[src/hw/rtl/pcd_pkg.sv]
// Package: sizes, interface structs and the Q1.15 twiddle tables.
package pcd_pkg;

  localparam int DopN   = 64;
  localparam int MaxP   = 64;
  localparam int DOP_W  = $clog2(DopN);
  localparam int ADDR_W = $clog2(MaxP);
  localparam int CNT_W  = ADDR_W + 1;
  localparam int LAG_W  = 4;
  localparam int SMP_W  = 16;
  localparam int TW_W   = 16;
  localparam int BIN_W  = 23;
  localparam int ACC_W  = 2 * SMP_W + 2 + DOP_W + 2;

  localparam longint unsigned Q30One    = 64'd1073741824;
  localparam longint unsigned Q30HalfPi = 64'd1686629713;

  typedef logic signed [TW_W-1:0] tw_arr_t [DopN];

  typedef struct packed {
    logic [CNT_W-1:0] used;
    logic [LAG_W-1:0] lag;
  } pcd_job_t;

  typedef struct packed {
    logic [ADDR_W-1:0] addr_a;
    logic [ADDR_W-1:0] addr_b;
  } pcd_rd_req_t;

  typedef struct packed {
    logic signed [SMP_W-1:0] a_re;
    logic signed [SMP_W-1:0] a_im;
    logic signed [SMP_W-1:0] b_re;
    logic signed [SMP_W-1:0] b_im;
  } pcd_rd_data_t;

  // Shift-subtract quotient; only used while building the tables.
  function automatic longint unsigned udiv64(longint unsigned num, longint unsigned den);
    longint unsigned q;
    longint unsigned rem;
    q   = '0;
    rem = '0;
    for (int i = 63; i >= 0; i--) begin
      rem = {rem[62:0], num[i]};
      if (rem >= den) begin
        rem  = rem - den;
        q[i] = 1'b1;
      end
    end
    return q;
  endfunction

  // Taylor series of sin or cos on a Q30 angle in [0, pi/2]; elaboration only.
  function automatic longint taylor_q30(longint unsigned a, bit odd);
    longint unsigned term;
    longint unsigned dv;
    longint          sum;
    term = odd ? a : Q30One;
    sum  = longint'(term);
    for (int k = 1; k <= 10; k++) begin
      dv   = odd ? longint'((2 * k) * (2 * k + 1)) : longint'((2 * k - 1) * (2 * k));
      term = (term * a) >> 30;
      term = (term * a) >> 30;
      term = udiv64(term, dv);
      if ((k & 1) == 1) sum = sum - longint'(term);
      else              sum = sum + longint'(term);
    end
    return sum;
  endfunction

  function automatic logic signed [TW_W-1:0] q30_to_q15(longint v);
    longint unsigned mg;
    longint unsigned q;
    mg = (v < 0) ? longint'(-v) : longint'(v);
    q  = (mg + 64'd16384) >> 15;
    if (q > 64'd32767) q = 64'd32767;
    return (v < 0) ? -TW_W'(q) : TW_W'(q);
  endfunction

  function automatic tw_arr_t build_tw(bit want_sin);
    tw_arr_t         t;
    longint unsigned qd;
    longint unsigned r;
    longint unsigned a;
    longint          s;
    longint          c;
    longint          cv;
    longint          sv;
    for (int m = 0; m < DopN; m++) begin
      qd = longint'(4 * m) >> DOP_W;
      r  = longint'(4 * m) & longint'(DopN - 1);
      a  = (Q30HalfPi * r) >> DOP_W;
      s  = taylor_q30(a, 1'b1);
      c  = taylor_q30(a, 1'b0);
      case (qd[1:0])
        2'd0:    begin cv = c;  sv = s;  end
        2'd1:    begin cv = -s; sv = c;  end
        2'd2:    begin cv = -c; sv = -s; end
        default: begin cv = s;  sv = -c; end
      endcase
      t[m] = want_sin ? q30_to_q15(sv) : q30_to_q15(cv);
    end
    return t;
  endfunction

  localparam tw_arr_t TwCos = build_tw(1'b0);
  localparam tw_arr_t TwSin = build_tw(1'b1);

endpackage

[src/hw/rtl/pcd_jobq.sv]
// Two-entry job queue between front end and DFT engine.
module pcd_jobq (
  input  logic              clk,
  input  logic              rst_n,
  input  logic              wr_valid,
  output logic              wr_ready,
  input  pcd_pkg::pcd_job_t wr_job,
  output logic              rd_valid,
  input  logic              rd_ready,
  output pcd_pkg::pcd_job_t rd_job
);
  import pcd_pkg::*;

  pcd_job_t   q_r [2];
  logic       wp_r, rp_r;
  logic [1:0] cnt_r;
  logic       push, pop;

  assign wr_ready = (cnt_r != 2'd2);
  assign rd_valid = (cnt_r != 2'd0);
  assign rd_job   = q_r[rp_r];
  assign push     = wr_valid && wr_ready;
  assign pop      = rd_valid && rd_ready;

  always_ff @(posedge clk) begin
    if (!rst_n) begin
      wp_r  <= 1'b0;
      rp_r  <= 1'b0;
      cnt_r <= '0;
    end else begin
      if (push) wp_r <= !wp_r;
      if (pop)  rp_r <= !rp_r;
      cnt_r <= cnt_r + 2'(push) - 2'(pop);
    end
  end

  always_ff @(posedge clk) begin
    if (push) q_r[wp_r] <= wr_job;
  end

endmodule

[config.mk]
export PLATFORM = sky130hd
export DESIGN_NAME = pcd_jobq
export DESIGN_NICKNAME = d
export VERILOG_FILES = /design/src/hw/rtl/pcd_pkg.sv /design/src/hw/rtl/pcd_jobq.sv
export SDC_FILE = /design/constraint.sdc
export NUM_CORES = 1
export LEC_CHECK = 0
export BUFFER_PORTS_ARGS = -buffer_cell sky130_fd_sc_hd__buf_2
export CORE_MARGIN = 2
export CORE_UTILIZATION = 54
export DETAILED_ROUTE_END_ITERATION = 7
export PLACE_DENSITY = 0.84
export SLEW_MARGIN = 15
export SYNTH_ARGS = -nofsm -noshare
export SYNTH_HDL_FRONTEND = slang
export SYNTH_SLANG_ARGS = --single-unit
export TNS_END_PERCENT = 20
[constraint.sdc]
create_clock -name clk -period 3.5 [get_ports clk]
set_clock_uncertainty 0.2 [all_clocks]
set_input_delay 0.35 -clock clk [delete_from_list [all_inputs] [get_ports clk]]
set_output_delay 0.35 -clock clk [all_outputs]
set_load 0.01 [all_outputs]
# Word level (Yosys, flattened, before mapping)
# Memories as Yosys holds them, arrays and structs flattened. A register that Yosys moved wholly into a read port is not among the register bits.
# Index checks and enable logic that the tools add are counted.
[totals]
wordCells = 16
ram_bits = 22
in_bits = 15
memories = 1
ff_bits = 4
[op_classes]
n_mux = 4
eq_ne = 1
n_addsub = 2
reduce_logical = 5
[memory_table]
columns = ["memory", "depth", "width", "rd", "rd_ports_with_merged_regs", "write_ports", "line", "text"]
rows = [
  ["q_r", 2, 11, 1, 1, 1, "pcd_jobq.sv:14", "pcd_job_t q_r [2];"],
]
[ops]
columns = ["cell", "n"]
rows = [
  ["$mux 1", 4],
  ["$add 2x1->2", 1],
  ["$logic_and 1x1->1", 2],
  ["$logic_not 1->1", 2],
  ["$ne 2x2->1 const B", 1],
  ["$reduce_bool 2->1", 1],
  ["$sub 2x1->2", 1],
]

# Depth between registers and ports, before layout
[logic_depth]
depth_word = 4
ltp_mapped = 6
depth_no_buf = 6

# Worst setup path before layout
# No wires, ideal clock.
[synth_path]
kind = "input port to flip-flop"
start = "input rd_ready"
end = "register cnt_r[1]"
setup_slack_ns = 1.951
setup_ns = 0.124
t_required_ns = 3.176
cell_stages = 6
arrival_time_ns = 1.225
path_buffers = 0
cell_sequence = "and2b_1 -> o21ba_2 -> nor2_1 -> ha_1 -> nor4_1 -> nor3_1"
[synth_via]
elab_chain_cells = 2
[synth_lines]
columns = ["item", "line", "text"]
rows = [
  ["from (decl)", "pcd_jobq.sv:9", "input logic rd_ready,"],
  ["$logic_and 1x1->1", "pcd_jobq.sv:23", "assign pop = rd_valid && rd_ready;"],
  ["$sub 2x1->2", "pcd_jobq.sv:33", "cnt_r <= cnt_r + 2'(push) - 2'(pop);"],
  ["to (signal assigned)", "pcd_jobq.sv:33", ""],
  ["to (decl)", "pcd_jobq.sv:16", "logic [1:0] cnt_r;"],
]
# No other way between the ends.
# A chain may end at the register's enable or synchronous reset.

==> results.yml <==
status:
  status: "finished clean"
worst_hold_path:
  min_path_type: "in -> reg"
  whs_path_depth: 1
die:
  io_pins: 28
  die_w_um: 48.1
  die_h_um: 48.1
  core_um2: 1780
  start_util: 0.589
  die-area_um2: 2310
  fp-row-count: 15
global_route:
  grt_use_met3: 0.0407
  grt_usage: 0.146
  grt_max_degree: 15
  use_met2: 0.256
  grt.busiest_layer: "met2"
  grt_pass1_wl_um: 2260
  grt_pass1_vias: 553
  gr-total-overflow: 0
  grt_use_met1: 0.182
  antenna_found_initial: 0
clocking:
  cts_buffer_depth: 2
  cts_max_level: 1
  clk_pin_slew_ns: 0.13
  post_cts.repair.setup_buffers: 0
  cts_resized: 0
  cts_hold_buf: 0
  cts_buffers: 3
  clk_latency_ns: 0.30
  cts_root_buf: "clkbuf_4"
  cts_tree: "done"
  cts_sinks: 27
timing:
  layout_min_cycle_time_ns: 2.03
  setup_viol: 0
  slew_headroom: 0.644
  hold_violations: 0
  drv_slew: 0
  min_period_over_period: 0.581
  whs_ns: 0.0211
  tightest_slew_ns: 0.534
  fmax_ghz: 0.492
  rsz0062_at_grt: "false"
  finalSetupTns_ns: 0
yosys:
  synthTopCellsByCount: "22 x edfxtp_1, 11 x mux2_2, 5 x dfxtp_1, 4 x nor2_1"
  syn-cell-area_um2: 1050
  seq_area_frac_synth: 0.725
  synth_nets: 80
  yosys_warnings: 0
  synth_top_area_share: 0.629
  synth_edf_count: 22
  synth.distinct_cells: 23
  synthArstFlopShare: 0
  synth_cells: 64
  synth_top_flop_cell: "edfxtp_1"
  synth_top_cell_by_area: "edfxtp_1"
  ys_ff_latch: 27
  synth_area_leaders: "edfxtp_1 63%, mux2_2 12%, dfxtp_1 9.5%"
  yosysMostFrequentCell: "edfxtp_1"
  syn_avg_cell_area_um2: 16.4
pwr:
  p_leak_nw: 0.487
  ir_drop_mv: 0.343
  p_per_area_nw_per_um2: 581
routing:
  routed_wl_um: 1530
  drt-pass1-iter-count: 4
  ant_nets: 0
  first_iter_violations: 3
  vias_per_cell: 5.08
  vias: 604
  drc: 0
  wl_per_cell_um: 12.9
place:
  hpwl_um: 1150
  portBuffers: 27
  place_congestion: 0.724
critical_path:
  endpoint: "rd_job[6]"
  critPathKind: "reg -> out"
  startpoint_type: "flop"
  worstReg2RegStart: "cnt_r[1]"
  arrival_ns: 1.48
  critical_path_required_ns: 2.95
  rrSetupSlack_ns: 1.76
  worst-path-max-fanout: 11
  cp-end-kind: "primary output"
  r2r-end: "cnt_r[1]"
  reg2reg_depth: 6
final_layout:
  syn_to_final_growth_pct: 17.9
  diodes: 0
  nets: 111
  drive_above_1_share: 0.468
  final_core_util: 0.694
job:
  cap_violations: 0
state kept, by name (all words and copies together) (netlist names), named ones only:
name / flops
q_r: 22
cnt_r: 2
rp_r: 1
wp_r: 1
cells in the final DEF, fill, tap and decap left out:
cell type	instances
buf_2	27
edfxtp_1	22
mux2_2	11
dfxtp_1	5
nor2_1	4
clkbuf_4	3
o21ai_0	2
inv_1	2
and3_1	2
nand2b_1	1
and2b_1	1
o21ba_2	1
nand3_1	1
nand3b_1	1
xor2_1	1
or2_2	1
and2_1	1
a21bo_2	1
a21oi_1	1
nor4bb_1	1
nor4_1	1
o31a_1	1
nor3_1	1
ha_1	1
clkbuf_1	1
critical path: stages (launching register included):
cell	delay, ns
dfxtp_1	0.64
mux2_2	0.40
buf_2	0.14
stage by stage:
stage	power [mW]	std cells	cell area (um2)	setup slack, ns
finish	0.719	119	1240	1.47
global route	0.763	119	1240	1.37
CTS	0.728	119	1240	1.43
detailed placement	0.608	115	1210	1.71
global placement	0.598	115	1210	1.80
floorplan	0.541	64	1050	1.95
power breakdown:
group | switching, mW | internal (mW) | total (mW)
Combinational | 0.0809 | 0.0938 | 0.175
Clock | 0.0788 | 0.0444 | 0.123
Sequential | 0.0302 | 0.392 | 0.422
routing by layer:
layer / vias up / wire (um)
li1: 303 / -
met1: 282 / 676
met2: 17 / 760
met3: 2 / 87
met4: 0 / 10
met5: - / 0
how the worst min path moves through the flow:
stage                         start         to  slack, ns
final                     wr_job[7]  q_r[0][7]       0.02
after global routing      wr_job[5]  q_r[1][5]      0.005
after CTS                 wr_job[7]  q_r[0][7]       0.02
after detailed placement       rp_r       rp_r       0.30
after global placement         rp_r       rp_r       0.29
after floorplan           wr_job[0]  q_r[0][0]       0.25
logic make-up (layout without fill, tap and decap cells):
kind of cell | count (synthesis) | in the layout | synth area share
flip-flops | 27 | 27 | 0.725
AND/OR/NAND/NOR | 15 | 15 | 0.0834
multiplexers | 11 | 11 | 0.118
AO/OA/AOI/OAI | 6 | 6 | 0.0417
buffers and inverters | 3 | 33 | 0.0119
adder cells (fa/ha/maj) | 1 | 1 | 0.0119
XOR/XNOR | 1 | 1 | 0.00834
cell type report:
cell class / count / area, um2
repair buffers: 27 / 135
fillers: 130 / 546
clock buffers: 4 / 26.3
inverters: 2 / 7.51
well taps: 25 / 31.3
multi-input cells: 34 / 277
flip-flops and latches: 27 / 761
(Power assumes the default switching activity.)
