==> config.mk <==
export PLATFORM = sky130hd
export DESIGN_NAME = pcd_front
export DESIGN_NICKNAME = d
export VERILOG_FILES = /design/src/hw/rtl/pcd_pkg.sv /design/src/hw/rtl/pcd_front.sv
export SDC_FILE = /design/constraint.sdc
export NUM_CORES = 2
export LEC_CHECK = 0
export BUFFER_PORTS_ARGS = -buffer_cell sky130_fd_sc_hd__clkbuf_2
export CORE_MARGIN = 2
export CORE_UTILIZATION = 50
export CTS_CLUSTER_DIAMETER = 30
export DETAILED_ROUTE_END_ITERATION = 6
export PLACE_DENSITY_LB_ADDON = 0.1
export SLEW_MARGIN = 5
export SYNTH_ARGS = -nofsm -noshare
export SYNTH_HDL_FRONTEND = slang
export SYNTH_SLANG_ARGS = --single-unit
==> constraint.sdc <==
create_clock -name clk -period 3.17 [get_ports clk]
set_input_delay 0.634 -clock clk [delete_from_list [all_inputs] [get_ports clk]]
set_output_delay 0.634 -clock clk [all_outputs]
set_load 0.01 [all_outputs]
==> src/hw/rtl/pcd_pkg.sv <==
// Package: sizes, interface structs and the Q1.15 twiddle tables.
package pcd_pkg;

  localparam int DopN   = 64;
  localparam int MaxP   = 64;
  localparam int DOP_W  = $clog2(DopN);
  localparam int ADDR_W = $clog2(MaxP);
  localparam int CNT_W  = ADDR_W + 1;
  localparam int LAG_W  = 4;
  localparam int SMP_W  = 16;
  localparam int TW_W   = 16;
  localparam int BIN_W  = 23;
  localparam int ACC_W  = 2 * SMP_W + 2 + DOP_W + 2;

  localparam longint unsigned Q30One    = 64'd1073741824;
  localparam longint unsigned Q30HalfPi = 64'd1686629713;

  typedef logic signed [TW_W-1:0] tw_arr_t [DopN];

  typedef struct packed {
    logic [CNT_W-1:0] used;
    logic [LAG_W-1:0] lag;
  } pcd_job_t;

  typedef struct packed {
    logic [ADDR_W-1:0] addr_a;
    logic [ADDR_W-1:0] addr_b;
  } pcd_rd_req_t;

  typedef struct packed {
    logic signed [SMP_W-1:0] a_re;
    logic signed [SMP_W-1:0] a_im;
    logic signed [SMP_W-1:0] b_re;
    logic signed [SMP_W-1:0] b_im;
  } pcd_rd_data_t;

  // Shift-subtract quotient; only used while building the tables.
  function automatic longint unsigned udiv64(longint unsigned num, longint unsigned den);
    longint unsigned q;
    longint unsigned rem;
    q   = '0;
    rem = '0;
    for (int i = 63; i >= 0; i--) begin
      rem = {rem[62:0], num[i]};
      if (rem >= den) begin
        rem  = rem - den;
        q[i] = 1'b1;
      end
    end
    return q;
  endfunction

  // Taylor series of sin or cos on a Q30 angle in [0, pi/2]; elaboration only.
  function automatic longint taylor_q30(longint unsigned a, bit odd);
    longint unsigned term;
    longint unsigned dv;
    longint          sum;
    term = odd ? a : Q30One;
    sum  = longint'(term);
    for (int k = 1; k <= 10; k++) begin
      dv   = odd ? longint'((2 * k) * (2 * k + 1)) : longint'((2 * k - 1) * (2 * k));
      term = (term * a) >> 30;
      term = (term * a) >> 30;
      term = udiv64(term, dv);
      if ((k & 1) == 1) sum = sum - longint'(term);
      else              sum = sum + longint'(term);
    end
    return sum;
  endfunction

  function automatic logic signed [TW_W-1:0] q30_to_q15(longint v);
    longint unsigned mg;
    longint unsigned q;
    mg = (v < 0) ? longint'(-v) : longint'(v);
    q  = (mg + 64'd16384) >> 15;
    if (q > 64'd32767) q = 64'd32767;
    return (v < 0) ? -TW_W'(q) : TW_W'(q);
  endfunction

  function automatic tw_arr_t build_tw(bit want_sin);
    tw_arr_t         t;
    longint unsigned qd;
    longint unsigned r;
    longint unsigned a;
    longint          s;
    longint          c;
    longint          cv;
    longint          sv;
    for (int m = 0; m < DopN; m++) begin
      qd = longint'(4 * m) >> DOP_W;
      r  = longint'(4 * m) & longint'(DopN - 1);
      a  = (Q30HalfPi * r) >> DOP_W;
      s  = taylor_q30(a, 1'b1);
      c  = taylor_q30(a, 1'b0);
      case (qd[1:0])
        2'd0:    begin cv = c;  sv = s;  end
        2'd1:    begin cv = -s; sv = c;  end
        2'd2:    begin cv = -c; sv = -s; end
        default: begin cv = s;  sv = -c; end
      endcase
      t[m] = want_sin ? q30_to_q15(sv) : q30_to_q15(cv);
    end
    return t;
  endfunction

  localparam tw_arr_t TwCos = build_tw(1'b0);
  localparam tw_arr_t TwSin = build_tw(1'b1);

endpackage

==> src/hw/rtl/pcd_front.sv <==
// Front end: lag register, pulse store, pulse count and job issue.
module pcd_front (
  input  logic                    clk,
  input  logic                    rst_n,
  input  logic                    cfg_valid,
  output logic                    cfg_ready,
  input  logic [pcd_pkg::LAG_W-1:0] cfg_data,
  input  logic                    in_tvalid,
  output logic                    in_tready,
  input  logic [31:0]             in_tdata,
  input  logic                    in_tlast,
  output logic                    job_valid,
  input  logic                    job_ready,
  output pcd_pkg::pcd_job_t       job,
  input  logic                    run_done,
  input  pcd_pkg::pcd_rd_req_t    rd_req,
  output pcd_pkg::pcd_rd_data_t   rd_data
);
  import pcd_pkg::*;

  logic [2*SMP_W-1:0] store_mem [MaxP];
  logic [LAG_W-1:0]   lag_r;
  logic [CNT_W-1:0]   cnt_r, cnt_nxt;
  logic               busy_r;
  logic               acc_in;
  logic               has_room;
  logic [CNT_W-1:0]   cnt_new;
  logic [CNT_W-1:0]   lag_ext;
  pcd_rd_data_t       rd_data_r;

  assign cfg_ready = 1'b1;
  assign in_tready = !busy_r && job_ready;
  assign acc_in    = in_tvalid && in_tready;
  assign has_room  = (cnt_r < CNT_W'(MaxP));
  assign cnt_new   = has_room ? cnt_r + CNT_W'(1) : cnt_r;
  assign lag_ext   = CNT_W'(lag_r);

  always_comb begin
    cnt_nxt = cnt_r;
    if (acc_in) cnt_nxt = in_tlast ? '0 : cnt_new;
  end

  assign job_valid = acc_in && in_tlast;
  assign job.lag   = lag_r;
  assign job.used  = (cnt_new > lag_ext) ? cnt_new - lag_ext : '0;

  always_ff @(posedge clk) begin
    if (!rst_n) begin
      lag_r  <= LAG_W'(1);
      cnt_r  <= '0;
      busy_r <= 1'b0;
    end else begin
      if (cfg_valid) lag_r <= cfg_data;
      cnt_r <= cnt_nxt;
      if (job_valid)     busy_r <= 1'b1;
      else if (run_done) busy_r <= 1'b0;
    end
  end

  always_ff @(posedge clk) begin
    if (acc_in && has_room) store_mem[cnt_r[ADDR_W-1:0]] <= in_tdata;
    {rd_data_r.a_im, rd_data_r.a_re} <= store_mem[rd_req.addr_a];
    {rd_data_r.b_im, rd_data_r.b_re} <= store_mem[rd_req.addr_b];
  end

  assign rd_data = rd_data_r;

endmodule

Yosys cells after proc, flatten, opt, wreduce, memory -nomap -nowiden
Memories as Yosys holds them, arrays and structs flattened. A register that Yosys moved wholly into a read port is not among the register bits.
Cells that the tools add are included.

storage, ports and cells
  register bits after elaboration = 12
  RAM bits = 2,048
  output and inout bits = 78
  logic and storage cells = 21
  memories kept = 1

cells by class
  $add $sub $neg = 2
  $lt $le $gt $ge = 2
  mux-type cells = 7
  reduce and logical (&&, ||, !) cells = 6

memories
  memory     depth  width  rd ports  clocked after Yosys merged registers in  write ports  RTL line         text
  store_mem  64     32     2         2                                        1            pcd_front.sv:21  logic [2*SMP_W-1:0] store_mem [MaxP];

operators by type and width
  cell                                                           number
  7-bit 2-to-1 mux                                               3
  7-bit by 1-bit adder with 7-bit output, second input constant  1
  7-bit by 4-bit > comparator with 1-bit output                  1
  7-bit less-than comparator, second input constant              1
  7-bit by 4-bit subtractor with 7-bit output                    1
  1-bit logical AND                                              4
  1-bit 2-to-1 mux                                               4
  2-bit nonzero test                                             1
  1-bit zero test                                                1

Depth between registers and ports, before layout
  depth after elaboration = 6
  mapped depth = 10
  mapped depth without buffers = 8

Least setup slack after synthesis
Ideal clock, no wire load.

  path type = input -> register
  start = input job_ready
  end = memory store_mem[24][0] (netlist name), enable pin
  library setup time = 0.421 ns
  arrival = 2.982 ns
  required time = 2.749 ns
  setup slack = -0.233 ns
  cell stages on the path = 5
  buffers on the path = 0
  cells stage by stage = nor2b_1 -> nand2_1 -> nor2_1 -> nand3_1 -> nor2_1

between the ends
  longest elaborated chain between the ends = 5

ends and longest elaborated chain
  element                                 RTL line         text
  start, declared                         pcd_front.sv:13  input logic job_ready,
  1-bit logical AND                       pcd_front.sv:32  assign in_tready = !busy_r && job_ready;
  1-bit logical AND                       pcd_front.sv:33  assign acc_in = in_tvalid && in_tready;
  1-bit logical AND                       pcd_front.sv:61  if (acc_in && has_room) store_mem[cnt_r[ADDR_W-1:0]] <= in_tdata;
  1-bit 2-to-1 mux                        pcd_front.sv:61
  1-bit 2-to-1 mux (not written as such)  pcd_front.sv:61
  end, declared                           pcd_front.sv:21

Every way passes these cells.

==> results.md <==
- Maximum VDD drop: 0.000617 V
- CTS sink count: 2124
- Inst Count DP: 7331
- DPL Wire Length: 195 mm
- Minimum clock period: 3.57 ns
- Worst hold-check path type: in2reg
- CP Cell Sequence: ha_4, mux2_4, ha_4, nor2b_4, o21ai_2, a21boi_2, nor3_2, mux2i_1, buf_2
- Synthesized Nets: 4580
- Max cap viols: 0
- Most common cell after layout, fill and taps aside: edfxtp_1
- Arrival @ worst endpoint: 2.94 ns
- Cell count of the worst reg-to-reg path: 4
- Vias: 56700
- Most frequent cells in the layout: 2048 x edfxtp_1, 1153 x mux4_2, 467 x clkbuf_16
- Num rows: 161
- Final setup fails: 7
- Dpl cell area: 0.105 mm^2
- Area grow syn2layout: 25.5%
- Root Buffer: clkbuf_16
- Syn Std Cell Area: 0.0968 mm^2
- Clock Latency Late Sink: 0.99 ns
- Fmax: 0.280 GHz
- IO Pins: 133
- First drt pass iteration count: 7
- Layout Skew: 0.0553 ns
- Initial DRC count: 7799
- Crit path kind: reg2out
- Delay-heaviest family, CP: multiplexers
- Core area: 0.193 mm^2
- Worst-Margin Slew: 1.20 ns
- Antenna Nets Post-Route: 0
- Seq/Total Area, Yosys: 0.651
- Slew margin rel.: 0.200
- Post-route insts no fill: 8194
- CTS tree: done
- Synth warn: 0
- Initial Util: 0.503
- Power per cell area: 704 mW/mm^2
- Via/cell ratio: 6.92
- Design area: 0.122 mm^2
- Global route overflow: 0
- Avg Synthesized Cell Area: 21.4 um^2
- Nets@finish: 5340
- Synth Instances: 4518
- Largest net degree at the start of global routing: 65
- Number of synthesized register bits: 2124
- PnR worst setup slack: -0.403 ns
- RR Startpoint: store_mem[39][3]
- Vias in the first global route: 57000
- CTS Buf Count: 461
- Final period util: 1.13
- Hold Fails Final Rpt: 0
- RSZ-0062 raised after global routing: true
- First-pass GRT wire length: 438 mm
- FF-to-FF setup slack: 0.65 ns
- RePlAce Congestion: 0.876
- # fillers: 13100
- Failing checks: DRC, setup timing
- Count of buffer and inverter cells on the critical path: 1
- R2r endpoint: rd_data[51]
- WL final: 314 mm
- Hold path depth: 3
- Worst-path maximum fanout: 3
- Die width: 444 um
- Port bufs: 131
- Critical Path RT: 2.54 ns
- Worst Hold Endpoint: lag_r[3]
- CTS HTree Levels: 5
- Slowest stage delay, CP: 0.35 ns
- Worst-path clk slew: 0.05 ns
- Post-synth cell types: 50
- Initial antenna violation count: 18
- Fin. max-slew vios: 0
- Total track usage: 0.319
- Post-synth EDFFs: 2048
- Worst hold start: cfg_valid
- Critical Path End Type: output port
- Status: finished with violations
- Share of layout cells above drive strength 1: 0.480
- Slowest CP cell: dfxtp_4
- FFs w/ async S/R, synth: 0
- Die Area: 0.197 mm^2
- Crit-path most repeated cell: ha_4
- CP Launch Type: flip-flop
- DR WL/cell: 38.4 um
- Leakage: 40.2 nW
- Drc violations: 1
- Most common flop cell mapped by yosys: edfxtp_1
- Clk buf depth: 4
- Die height: 444 um
[logic make-up after synthesis]
logic type / Yosys count / share of synthesized area
fa+ha+maj: 7 / 0.000982
mux: 1357 / 0.290
other cells: 1 / 0.0000387
buf+inv: 366 / 0.0183
compound gates: 288 / 0.0213
xor+xnor: 9 / 0.000814
simple gates: 366 / 0.0175
flops: 2124 / 0.651
[flip-flops by register name, indices dropped and copies added (netlist names)]
| name | flops |
|---|---|
| cnt_r | 7 |
| store_mem | 2048 |
| lag_r | 4 |
| busy_r | 1 |
| rd_data | 64 |
[worst max path at each step]
stage / from / to / slack, ns / cells past startpoint
6_report: cnt_r[0] / job[9] / -0.40 / 9
5_1_grt: cnt_r[0] / job[10] / -0.52 / 9
4_1_cts: cnt_r[0] / job[9] / -0.50 / 9
3_5_place_dp: rd_req[6] / rd_data[41] / -0.39 / 8
3_3_place_gp: rd_req[6] / rd_data[41] / -0.39 / 8
2_1_floorplan: job_ready / store_mem[24][0] / -0.23 / 5
[where the power goes]
part	internal, W	switching, W	leakage (nW)
sequential	0.0310	0.000236	19.1
combinational	0.00235	0.00297	13.5
clock	0.0335	0.0155	7.64
[tightest hold or removal path, cell delays in order]
cell	delay [ns]
clkbuf_2	0.15
mux2i_1	0.09
nor2b_1	0.10
[metal layers]
metal / GRT usage / routed length [um] / vias to the layer above
li1: - / - / 21700
met1: 0.443 / 120000 / 30800
met2: 0.498 / 150000 / 3499
met3: 0.0695 / 31100 / 687
met4: 0.128 / 12800 / 2
met5: 0.00513 / 148 / -
[Yosys cell counts (all sizes together), types with 46 or more instances]
master,instances,area (um^2)
mux4,1153,26000
edfxtp,2048,61500
nor2,142,533
mux2,67,754
buf,216,1210
dfxtp,76,1520
mux2i,137,1370
nand2,83,312
clkbuf,142,533
a21oi,46,230
nor2b,51,319
[timing repair]
item,4_1_cts,5_1_grt
gates resized for setup,22,13
hold endpoints to repair,5,0
hold buffers,7,0
buffers inserted,2,1
pin swaps,3,6
setup endpoints to repair,7,7
[per-stage QoR]
step / util / hold WS [ns] / setup TNS, ns / worst slack, ns / power, W
4_1_cts: 0.631 / 0.0189 / -2.91 / -0.500 / 0.0859
2_1_floorplan: - / 0.512 / -357.78 / -0.233 / 0.0345
6_report: 0.631 / 0.0657 / -2.72 / -0.403 / 0.0855
3_5_place_dp: 0.547 / 0.525 / -1.13 / -0.386 / 0.0370
5_1_grt: 0.631 / 0.0716 / -3.48 / -0.524 / 0.0875
3_3_place_gp: 0.547 / 0.525 / -1.15 / -0.394 / 0.0370
[layout make-up]
class / count / area, um^2 / area share
timing repair buffer: 655 / 6700 / 0.0551
sequential: 2124 / 63000 / 0.519
antenna: 10 / 25.0 / 0.000206
inverter: 8 / 30.0 / 0.000247
clock buffer: 526 / 12000 / 0.0990
clock inverter: 317 / 3960 / 0.0325
multi-input combinational: 2028 / 32600 / 0.268
tap: 2526 / 3160 / 0.0260
Power figures use the tool's default switching activity.
