File: config.mk
export PLATFORM = sky130hd
export DESIGN_NAME = pcd_back
export DESIGN_NICKNAME = d
export VERILOG_FILES = /design/src/hw/rtl/pcd_pkg.sv /design/src/hw/rtl/pcd_back.sv
export SDC_FILE = /design/constraint.sdc
export NUM_CORES = 2
export LEC_CHECK = 0
export BUFFER_PORTS_ARGS = -buffer_cell sky130_fd_sc_hd__buf_4
export CAP_MARGIN = 20
export CORE_UTILIZATION = 60
export CTS_CLUSTER_SIZE = 10
export DETAILED_ROUTE_END_ITERATION = 12
export PLACE_DENSITY_LB_ADDON = 0.12
export SYNTH_ARGS = -nofsm -noshare
export SYNTH_HDL_FRONTEND = slang
export SYNTH_SLANG_ARGS = --single-unit
File: constraint.sdc
create_clock -name clk -period 9.2 [get_ports clk]
set_clock_uncertainty 0.2 [all_clocks]
set_input_delay 0.46 -clock clk [delete_from_list [all_inputs] [get_ports clk]]
set_output_delay 0.46 -clock clk [all_outputs]
set_load 0.01 [all_outputs]
File: src/hw/rtl/pcd_pkg.sv
// Package: sizes, interface structs and the Q1.15 twiddle tables.
package pcd_pkg;

  localparam int DopN   = 64;
  localparam int MaxP   = 64;
  localparam int DOP_W  = $clog2(DopN);
  localparam int ADDR_W = $clog2(MaxP);
  localparam int CNT_W  = ADDR_W + 1;
  localparam int LAG_W  = 4;
  localparam int SMP_W  = 16;
  localparam int TW_W   = 16;
  localparam int BIN_W  = 23;
  localparam int ACC_W  = 2 * SMP_W + 2 + DOP_W + 2;

  localparam longint unsigned Q30One    = 64'd1073741824;
  localparam longint unsigned Q30HalfPi = 64'd1686629713;

  typedef logic signed [TW_W-1:0] tw_arr_t [DopN];

  typedef struct packed {
    logic [CNT_W-1:0] used;
    logic [LAG_W-1:0] lag;
  } pcd_job_t;

  typedef struct packed {
    logic [ADDR_W-1:0] addr_a;
    logic [ADDR_W-1:0] addr_b;
  } pcd_rd_req_t;

  typedef struct packed {
    logic signed [SMP_W-1:0] a_re;
    logic signed [SMP_W-1:0] a_im;
    logic signed [SMP_W-1:0] b_re;
    logic signed [SMP_W-1:0] b_im;
  } pcd_rd_data_t;

  // Shift-subtract quotient; only used while building the tables.
  function automatic longint unsigned udiv64(longint unsigned num, longint unsigned den);
    longint unsigned q;
    longint unsigned rem;
    q   = '0;
    rem = '0;
    for (int i = 63; i >= 0; i--) begin
      rem = {rem[62:0], num[i]};
      if (rem >= den) begin
        rem  = rem - den;
        q[i] = 1'b1;
      end
    end
    return q;
  endfunction

  // Taylor series of sin or cos on a Q30 angle in [0, pi/2]; elaboration only.
  function automatic longint taylor_q30(longint unsigned a, bit odd);
    longint unsigned term;
    longint unsigned dv;
    longint          sum;
    term = odd ? a : Q30One;
    sum  = longint'(term);
    for (int k = 1; k <= 10; k++) begin
      dv   = odd ? longint'((2 * k) * (2 * k + 1)) : longint'((2 * k - 1) * (2 * k));
      term = (term * a) >> 30;
      term = (term * a) >> 30;
      term = udiv64(term, dv);
      if ((k & 1) == 1) sum = sum - longint'(term);
      else              sum = sum + longint'(term);
    end
    return sum;
  endfunction

  function automatic logic signed [TW_W-1:0] q30_to_q15(longint v);
    longint unsigned mg;
    longint unsigned q;
    mg = (v < 0) ? longint'(-v) : longint'(v);
    q  = (mg + 64'd16384) >> 15;
    if (q > 64'd32767) q = 64'd32767;
    return (v < 0) ? -TW_W'(q) : TW_W'(q);
  endfunction

  function automatic tw_arr_t build_tw(bit want_sin);
    tw_arr_t         t;
    longint unsigned qd;
    longint unsigned r;
    longint unsigned a;
    longint          s;
    longint          c;
    longint          cv;
    longint          sv;
    for (int m = 0; m < DopN; m++) begin
      qd = longint'(4 * m) >> DOP_W;
      r  = longint'(4 * m) & longint'(DopN - 1);
      a  = (Q30HalfPi * r) >> DOP_W;
      s  = taylor_q30(a, 1'b1);
      c  = taylor_q30(a, 1'b0);
      case (qd[1:0])
        2'd0:    begin cv = c;  sv = s;  end
        2'd1:    begin cv = -s; sv = c;  end
        2'd2:    begin cv = -c; sv = -s; end
        default: begin cv = s;  sv = -c; end
      endcase
      t[m] = want_sin ? q30_to_q15(sv) : q30_to_q15(cv);
    end
    return t;
  endfunction

  localparam tw_arr_t TwCos = build_tw(1'b0);
  localparam tw_arr_t TwSin = build_tw(1'b1);

endpackage

File: src/hw/rtl/pcd_back.sv
// DFT engine: one complex multiply-accumulate per cycle while issuing (bins wait on out_tready), bins in natural order.
module pcd_back (
  input  logic                  clk,
  input  logic                  rst_n,
  input  logic                  job_valid,
  output logic                  job_ready,
  input  pcd_pkg::pcd_job_t     job,
  output pcd_pkg::pcd_rd_req_t  rd_req,
  input  pcd_pkg::pcd_rd_data_t rd_data,
  output logic                  run_done,
  output logic                  out_tvalid,
  input  logic                  out_tready,
  output logic [55:0]           out_tdata,
  output logic                  out_tlast
);
  import pcd_pkg::*;

  typedef enum logic [1:0] {ST_IDLE, ST_ISSUE, ST_DRAIN, ST_OUT} st_t;

  st_t                       st_r;
  logic [CNT_W-1:0]          used_r, n_r;
  logic [LAG_W-1:0]          lag_r;
  logic [DOP_W-1:0]          k_r, m_r, m1_r;
  logic                      s1_v_r, s2_v_r, s3_v_r;
  logic signed [SMP_W:0]     d_re_r, d_im_r;
  logic signed [TW_W-1:0]    c_r, s_r;
  logic signed [SMP_W+TW_W:0] p_ac_r, p_bs_r, p_bc_r, p_as_r;
  logic signed [ACC_W-1:0]   acc_re_r, acc_im_r;
  logic signed [BIN_W-1:0]   bin_re_r, bin_im_r;
  logic [DOP_W-1:0]          idx_r;
  logic                      last_r, done_r;
  logic signed [BIN_W-1:0]   rnd_re, rnd_im;
  logic [CNT_W-1:0]          addr_b_full;

  function automatic logic signed [BIN_W-1:0] round_sat(logic signed [ACC_W-1:0] v);
    logic signed [ACC_W-1:0]    t;
    logic signed [ACC_W-16:0]   q;
    t = v + ACC_W'(16384);
    q = (ACC_W-15)'(t >>> 15);
    if (q > (ACC_W-15)'((1 << (BIN_W-1)) - 1))      return {1'b0, {(BIN_W-1){1'b1}}};
    else if (q < -(ACC_W-15)'(1 << (BIN_W-1)))      return {1'b1, {(BIN_W-1){1'b0}}};
    else                                            return q[BIN_W-1:0];
  endfunction

  assign addr_b_full   = n_r + CNT_W'(lag_r);
  assign rd_req.addr_a = n_r[ADDR_W-1:0];
  assign rd_req.addr_b = addr_b_full[ADDR_W-1:0];
  assign job_ready     = (st_r == ST_IDLE);
  assign rnd_re        = round_sat(acc_re_r);
  assign rnd_im        = round_sat(acc_im_r);
  assign run_done      = done_r;

  // Datapath pipeline: read, difference and twiddle, products, accumulate.
  always_ff @(posedge clk) begin
    m1_r   <= m_r;
    d_re_r <= (SMP_W+1)'(rd_data.a_re) - (SMP_W+1)'(rd_data.b_re);
    d_im_r <= (SMP_W+1)'(rd_data.a_im) - (SMP_W+1)'(rd_data.b_im);
    c_r    <= TwCos[m1_r];
    s_r    <= TwSin[m1_r];
    p_ac_r <= d_re_r * c_r;
    p_bs_r <= d_im_r * s_r;
    p_bc_r <= d_im_r * c_r;
    p_as_r <= d_re_r * s_r;
  end

  always_ff @(posedge clk) begin
    if (!rst_n) begin
      st_r       <= ST_IDLE;
      s1_v_r     <= 1'b0;
      s2_v_r     <= 1'b0;
      s3_v_r     <= 1'b0;
      out_tvalid <= 1'b0;
      done_r     <= 1'b0;
    end else begin
      s1_v_r <= (st_r == ST_ISSUE);
      s2_v_r <= s1_v_r;
      s3_v_r <= s2_v_r;
      done_r <= 1'b0;
      if (s3_v_r) begin
        acc_re_r <= acc_re_r + ACC_W'(p_ac_r) + ACC_W'(p_bs_r);
        acc_im_r <= acc_im_r + ACC_W'(p_bc_r) - ACC_W'(p_as_r);
      end
      unique case (st_r)
        ST_IDLE: begin
          if (job_valid) begin
            used_r   <= job.used;
            lag_r    <= job.lag;
            k_r      <= '0;
            n_r      <= '0;
            m_r      <= '0;
            acc_re_r <= '0;
            acc_im_r <= '0;
            st_r     <= (job.used == '0) ? ST_DRAIN : ST_ISSUE;
          end
        end
        ST_ISSUE: begin
          n_r <= n_r + CNT_W'(1);
          m_r <= m_r + k_r;
          if (n_r == used_r - CNT_W'(1)) st_r <= ST_DRAIN;
        end
        ST_DRAIN: begin
          if (!s1_v_r && !s2_v_r && !s3_v_r) begin
            bin_re_r   <= rnd_re;
            bin_im_r   <= rnd_im;
            idx_r      <= k_r;
            last_r     <= (k_r == DOP_W'(DopN - 1));
            out_tvalid <= 1'b1;
            st_r       <= ST_OUT;
          end
        end
        ST_OUT: begin
          if (out_tready) begin
            out_tvalid <= 1'b0;
            if (last_r) begin
              done_r <= 1'b1;
              st_r   <= ST_IDLE;
            end else begin
              k_r      <= k_r + DOP_W'(1);
              n_r      <= '0;
              m_r      <= '0;
              acc_re_r <= '0;
              acc_im_r <= '0;
              st_r     <= (used_r == '0) ? ST_DRAIN : ST_ISSUE;
            end
          end
        end
        default: st_r <= ST_IDLE;
      endcase
    end
  end

  assign out_tdata = {4'b0, idx_r, bin_im_r, bin_re_r};
  assign out_tlast = last_r;

endmodule

After elaboration in Yosys (flattened, before gate mapping)
Memory sizes are Yosys's and may differ from the RTL's. A register that Yosys moved wholly into a read port is not among the register bits.
Cells that the tools add are included.
Widths: inputs -> output; s select.
Storage, ports and cells
  bits in registers: 346
  latch bits: 0
  memory bits (writable): 0
  ROM bits: 2048
  input bits: 79
  output and inout bits: 72
  memories kept: 2
Cells by class
  $add $sub $neg: 13
  $mul: 4
  divide/modulo/power cells: 0
  $lt $le $gt $ge: 4
  equality and inequality tests: 10
  shift-type cells: 0
  muxes and demuxes: 35
  bitwise operators: 1
  reduce and logical (&&, ||, !) cells: 18
Memory list
  (name not given): depth 64, width 16, read ports 1, clocked after Yosys merged registers in 1, write ports 0, line pcd_back.sv:59  | s_r <= TwSin[m1_r];
  (name not given): depth 64, width 16, read ports 1, clocked after Yosys merged registers in 1, write ports 0, line pcd_back.sv:58  | c_r <= TwCos[m1_r];
Operator list (count)
  $mux 42: 8
  $pmux 42 s2: 2
  $mul 17x16->33: 4
  $add 42x33->42: 3
  $add 42x16->42 const B: 2
  $gt 27x23->1 const B: 2
  $lt 27x23->1 const B: 2
  $mux 23: 2
  $sub 42x33->42: 1
  $sub 16x16->17: 2
  $mux 6: 5
  $mux 7: 3
  $pmux 7 s3: 1
  $pmux 6 s3: 1
  $logic_not 7->1: 2
  $mux 2: 7
  $pmux 6 s2: 1
  $reduce_and 3->1: 4
  $reduce_and 5->1: 2
  $ne 2x2->1 const B: 4
  $pmux 2 s4: 1
  $add 7x1->7 const B: 1
  $eq 7x7->1: 1
  $not 6->7: 1
  16 further kinds: 23

Depth between registers and ports, before layout
  word-level depth: 6
  depth in mapped cells: 25

Worst setup path before layout
OpenSTA, ideal clock, no wires.
  path kind: reg-to-reg
  start point: register s_r[1]
  end point: register p_as_r[31]
  setup time: 72 ps
  arrival: 6164 ps
  required time: 8928 ps
  setup slack: 2764 ps
  cell stages (with the launch flop): 23
  buffers on the path: 1
  cells stage by stage: dfxtp_1 > clkbuf_1 > nand2_1 > fa_1 > fa_1 > fa_1 > fa_1 > inv_1 > fa_1 > inv_1 > fa_1 > inv_1 > ha_1 > a21o_1 > a2111oi_0 > o31ai_1 > a221o_1 > and3_1 > a21oi_2 > a21oi_1 > a211o_1 > a21oi_1 > xnor2_1
Between the ends
  word-level cells in the longest chain between the ends: 1
RTL lines
  from (decl): line pcd_back.sv:26  | logic signed [TW_W-1:0] c_r, s_r;
  $mul 17x16->33: line pcd_back.sv:63  | p_as_r <= d_re_r * s_r;
  to (signal assigned): line pcd_back.sv:63
  to (decl): line pcd_back.sv:27  | logic signed [SMP_W+TW_W:0] p_ac_r, p_bs_r, p_bc_r, p_as_r;
No other way between the ends.
A chain may end at the register's enable or synchronous reset.

Worst setup path after layout
  start point: register s_r[3]
  end point: register p_as_r[32]
The elaborated chain is that of the path after synthesis.

==> out/qor.yml <==
outcome: "complete, no violations"
hold_buffers: 34
slew_headroom_pct: 23.8
async_flop_share_pct: 0
nets: 8626
numCtsBuffers: 51
grt_overflow: 0
first_global_vias: 49099
vias_per_cell: 5.65
synth_top_area_share_pct: 37.4
grtUsageTotal_pct: 32.2
crit_fanout: 18
syn_area_sq_mm: 0.0637
grt_setup_unrepaired: "false"
initial_core_util_pct: 60.5
r2r_cells: 18
regArea_sq_mm: 0.00927
setup_tns_ns: 0
routabilityCongestion: 0.951
route.detailed.drc: 0
synth-xor-area-share_pct: 4.22
drt_iter0_drc: 3989
synth_edf_count: 167
yosys.area.top_type: "fa_1"
clk_pin_slew_ns: 0.06
drive_gt1_share_pct: 5.91
cts_tree: "yes"
place_hpwl_mm: 133
num_vias: 46968
syn_area_per_cell_sq_um: 9.32
worst-endpoint-arrival_ns: 8.15
layout.filler_cells: 8718
drt-pass1-iter-count: 6
crit-reg2reg-launch: "s_r[3]"
die_height_um: 328
ant_nets: 0
critPathLaunchType: "flip-flop"
hold_start: "rd_data[55]"
yosys_warnings: 0
rows: 119
regToRegSetupSlack_ns: 1.44
postLayoutCoreUtil_pct: 64.9
worst_r2r_endpoint: "p_as_r[32]"
muxShareOfSynthArea_pct: 1.65
synth_top_family_by_area: "adder cells"
die_x_um: 328
clk_root_buffer_cell: "clkbuf_16"
yosysUniqueCellTypes: 95
cts.sinks: 378
worstMarginPinSlew_ns: 1.14
ios: 151
slew_violations: 0
multi_input_area_sq_mm: 0.0479
final_common_cell: "inv_1"
syn_inst: 6832
synth-compound-area-share_pct: 8.12
synthAdderAreaFrac_pct: 46.9
period_share_pct: 84.3
io_buffers: 146
antenna_found_initial: 14
max_freq_mhz: 129
synth-simple-area-share_pct: 14.2
hp-class: "in2reg"
setup_viol: 0
min_period_ns: 7.76
synth_area_leaders: "fa_1 (37%), ha_1 (9.4%), inv_1 (8.6%), edfxtp_1 (7.9%), dfxtp_1 (6.6%)"
whs_path_depth: 3
cap_violations: 0
cts_buffer_depth: 3
post_cts_resized: 0
grt_max_degree: 68
finalHoldViolCount: 0
cts_setup_buffers: 0
post_drt_wl_per_cell_um: 20.1
synth_flop_cell: "dfxtp_1"
mostFrequentLayoutCells: "inv_1 (1451), fa_1 (1191), nand2_1 (675)"
h-tree-depth: 2
grt_pass1_wl_mm: 267
end_kind: "flip-flop"
die_area_sq_mm: 0.107
yosysSeqAreaShare_pct: 14.5
core-area_sq_mm: 0.105
syn_to_final_growth_pct: 7.20
ys_seq_elements: 378
worstHoldEndpoint: "d_re_r[7]"
crit_type: "reg2reg"
clk_latency_ns: 0.66
drt-total-wl_mm: 167
worstPathRequired_ns: 9.59
## state kept, by name (all words and copies together), names as in the netlist, 17 cells and up
name and flops:
p_as_r 33, d_im_r 17, p_bs_r 33, acc_re_r 42, p_bc_r 33, acc_im_r 42
bin_re_r 23, bin_im_r 23, p_ac_r 33, d_re_r 17
## metrics by stage
stage / worst slack (ns) / hold slack, ns / instances / cell area (sq um)
2_1_floorplan: 2.76 / 0.152 / 6835 / 63700
3_3_place_gp: 1.70 / 0.200 / 8178 / 66200
3_5_place_dp: 1.64 / 0.196 / 8179 / 66200
4_1_cts: 1.62 / 0.00161 / 8308 / 68200
5_1_grt: 1.22 / 0.0512 / 8309 / 68300
6_report: 1.44 / 0.0267 / 8312 / 68300
## cell type report
cell class	instances	share of cell area, %
multi-input cells	4712	70.1
inverters	1455	8.00
flip-flops and latches	378	13.6
diodes	3	0.0110
well taps	1391	2.55
repair buffers	278	3.25
clock buffers	77	2.12
clock inverters	18	0.390
## per-layer routing
layer  GRT usage, %  routed length (um)  vias up
met5              0                  38        -
met4           13.6                8130        6
met3           5.53               13500      356
met2           51.3               76700     1793
met1           43.6               68500    23678
li1               -                   -    21135
## critical path, cell delays in order, from the launching register on
cell and delay [ns]:
dfxtp_1 0.84, buf_4 0.40, and2_1 0.18, fa_1 0.57, fa_1 0.87, fa_1 0.52
fa_1 0.57, fa_1 0.43, fa_1 0.50, ha_1 0.40, a21oi_1 0.17, o21ai_0 0.18
a311oi_1 0.35, a21oi_1 0.26, o21a_1 0.28, o41ai_2 0.42, o2111ai_1 0.20, a21oi_1 0.21
xnor2_1 0.13
## Yosys cell counts (21+ instances only)
cell type	number
inv_1	1451
fa_1	1191
nand2_1	675
and2_1	550
ha_1	480
nor2_1	303
clkbuf_1	254
xnor2_1	232
a21oi_1	231
dfxtp_1	211
edfxtp_1	167
o21ai_0	164
a21o_1	89
nand3_1	79
xor2_1	75
mux2i_1	59
nor3_1	50
nand2b_1	45
a211oi_1	36
o21bai_1	36
and3_1	34
o21a_1	33
nor2b_1	29
nand4_1	21
## worst max-delay path by stage
stage	endpoint	cells past startpoint	from
after floorplan	p_as_r[31]	22	s_r[1]
after global placement	p_ac_r[32]	22	c_r[15]
after detailed placement	p_as_r[32]	18	s_r[3]
after CTS	p_as_r[32]	18	s_r[3]
after global routing	p_ac_r[32]	22	c_r[15]
final	p_as_r[32]	18	s_r[3]
## kinds of logic (layout without fill, tap and decap cells)
family / count (synthesis) / count (layout)
AND/OR/NAND/NOR: 1854 / 1854
buffers and inverters: 1745 / 1828
adder cells (fa/ha/maj): 1671 / 1671
AO/OA/AOI/OAI: 796 / 796
flip-flops: 378 / 378
XOR/XNOR: 307 / 307
multiplexers: 80 / 80
other: 1 / 7
Power is not shown: default switching activity piles up to over one toggle a cycle in this logic, so the estimate is an artifact.
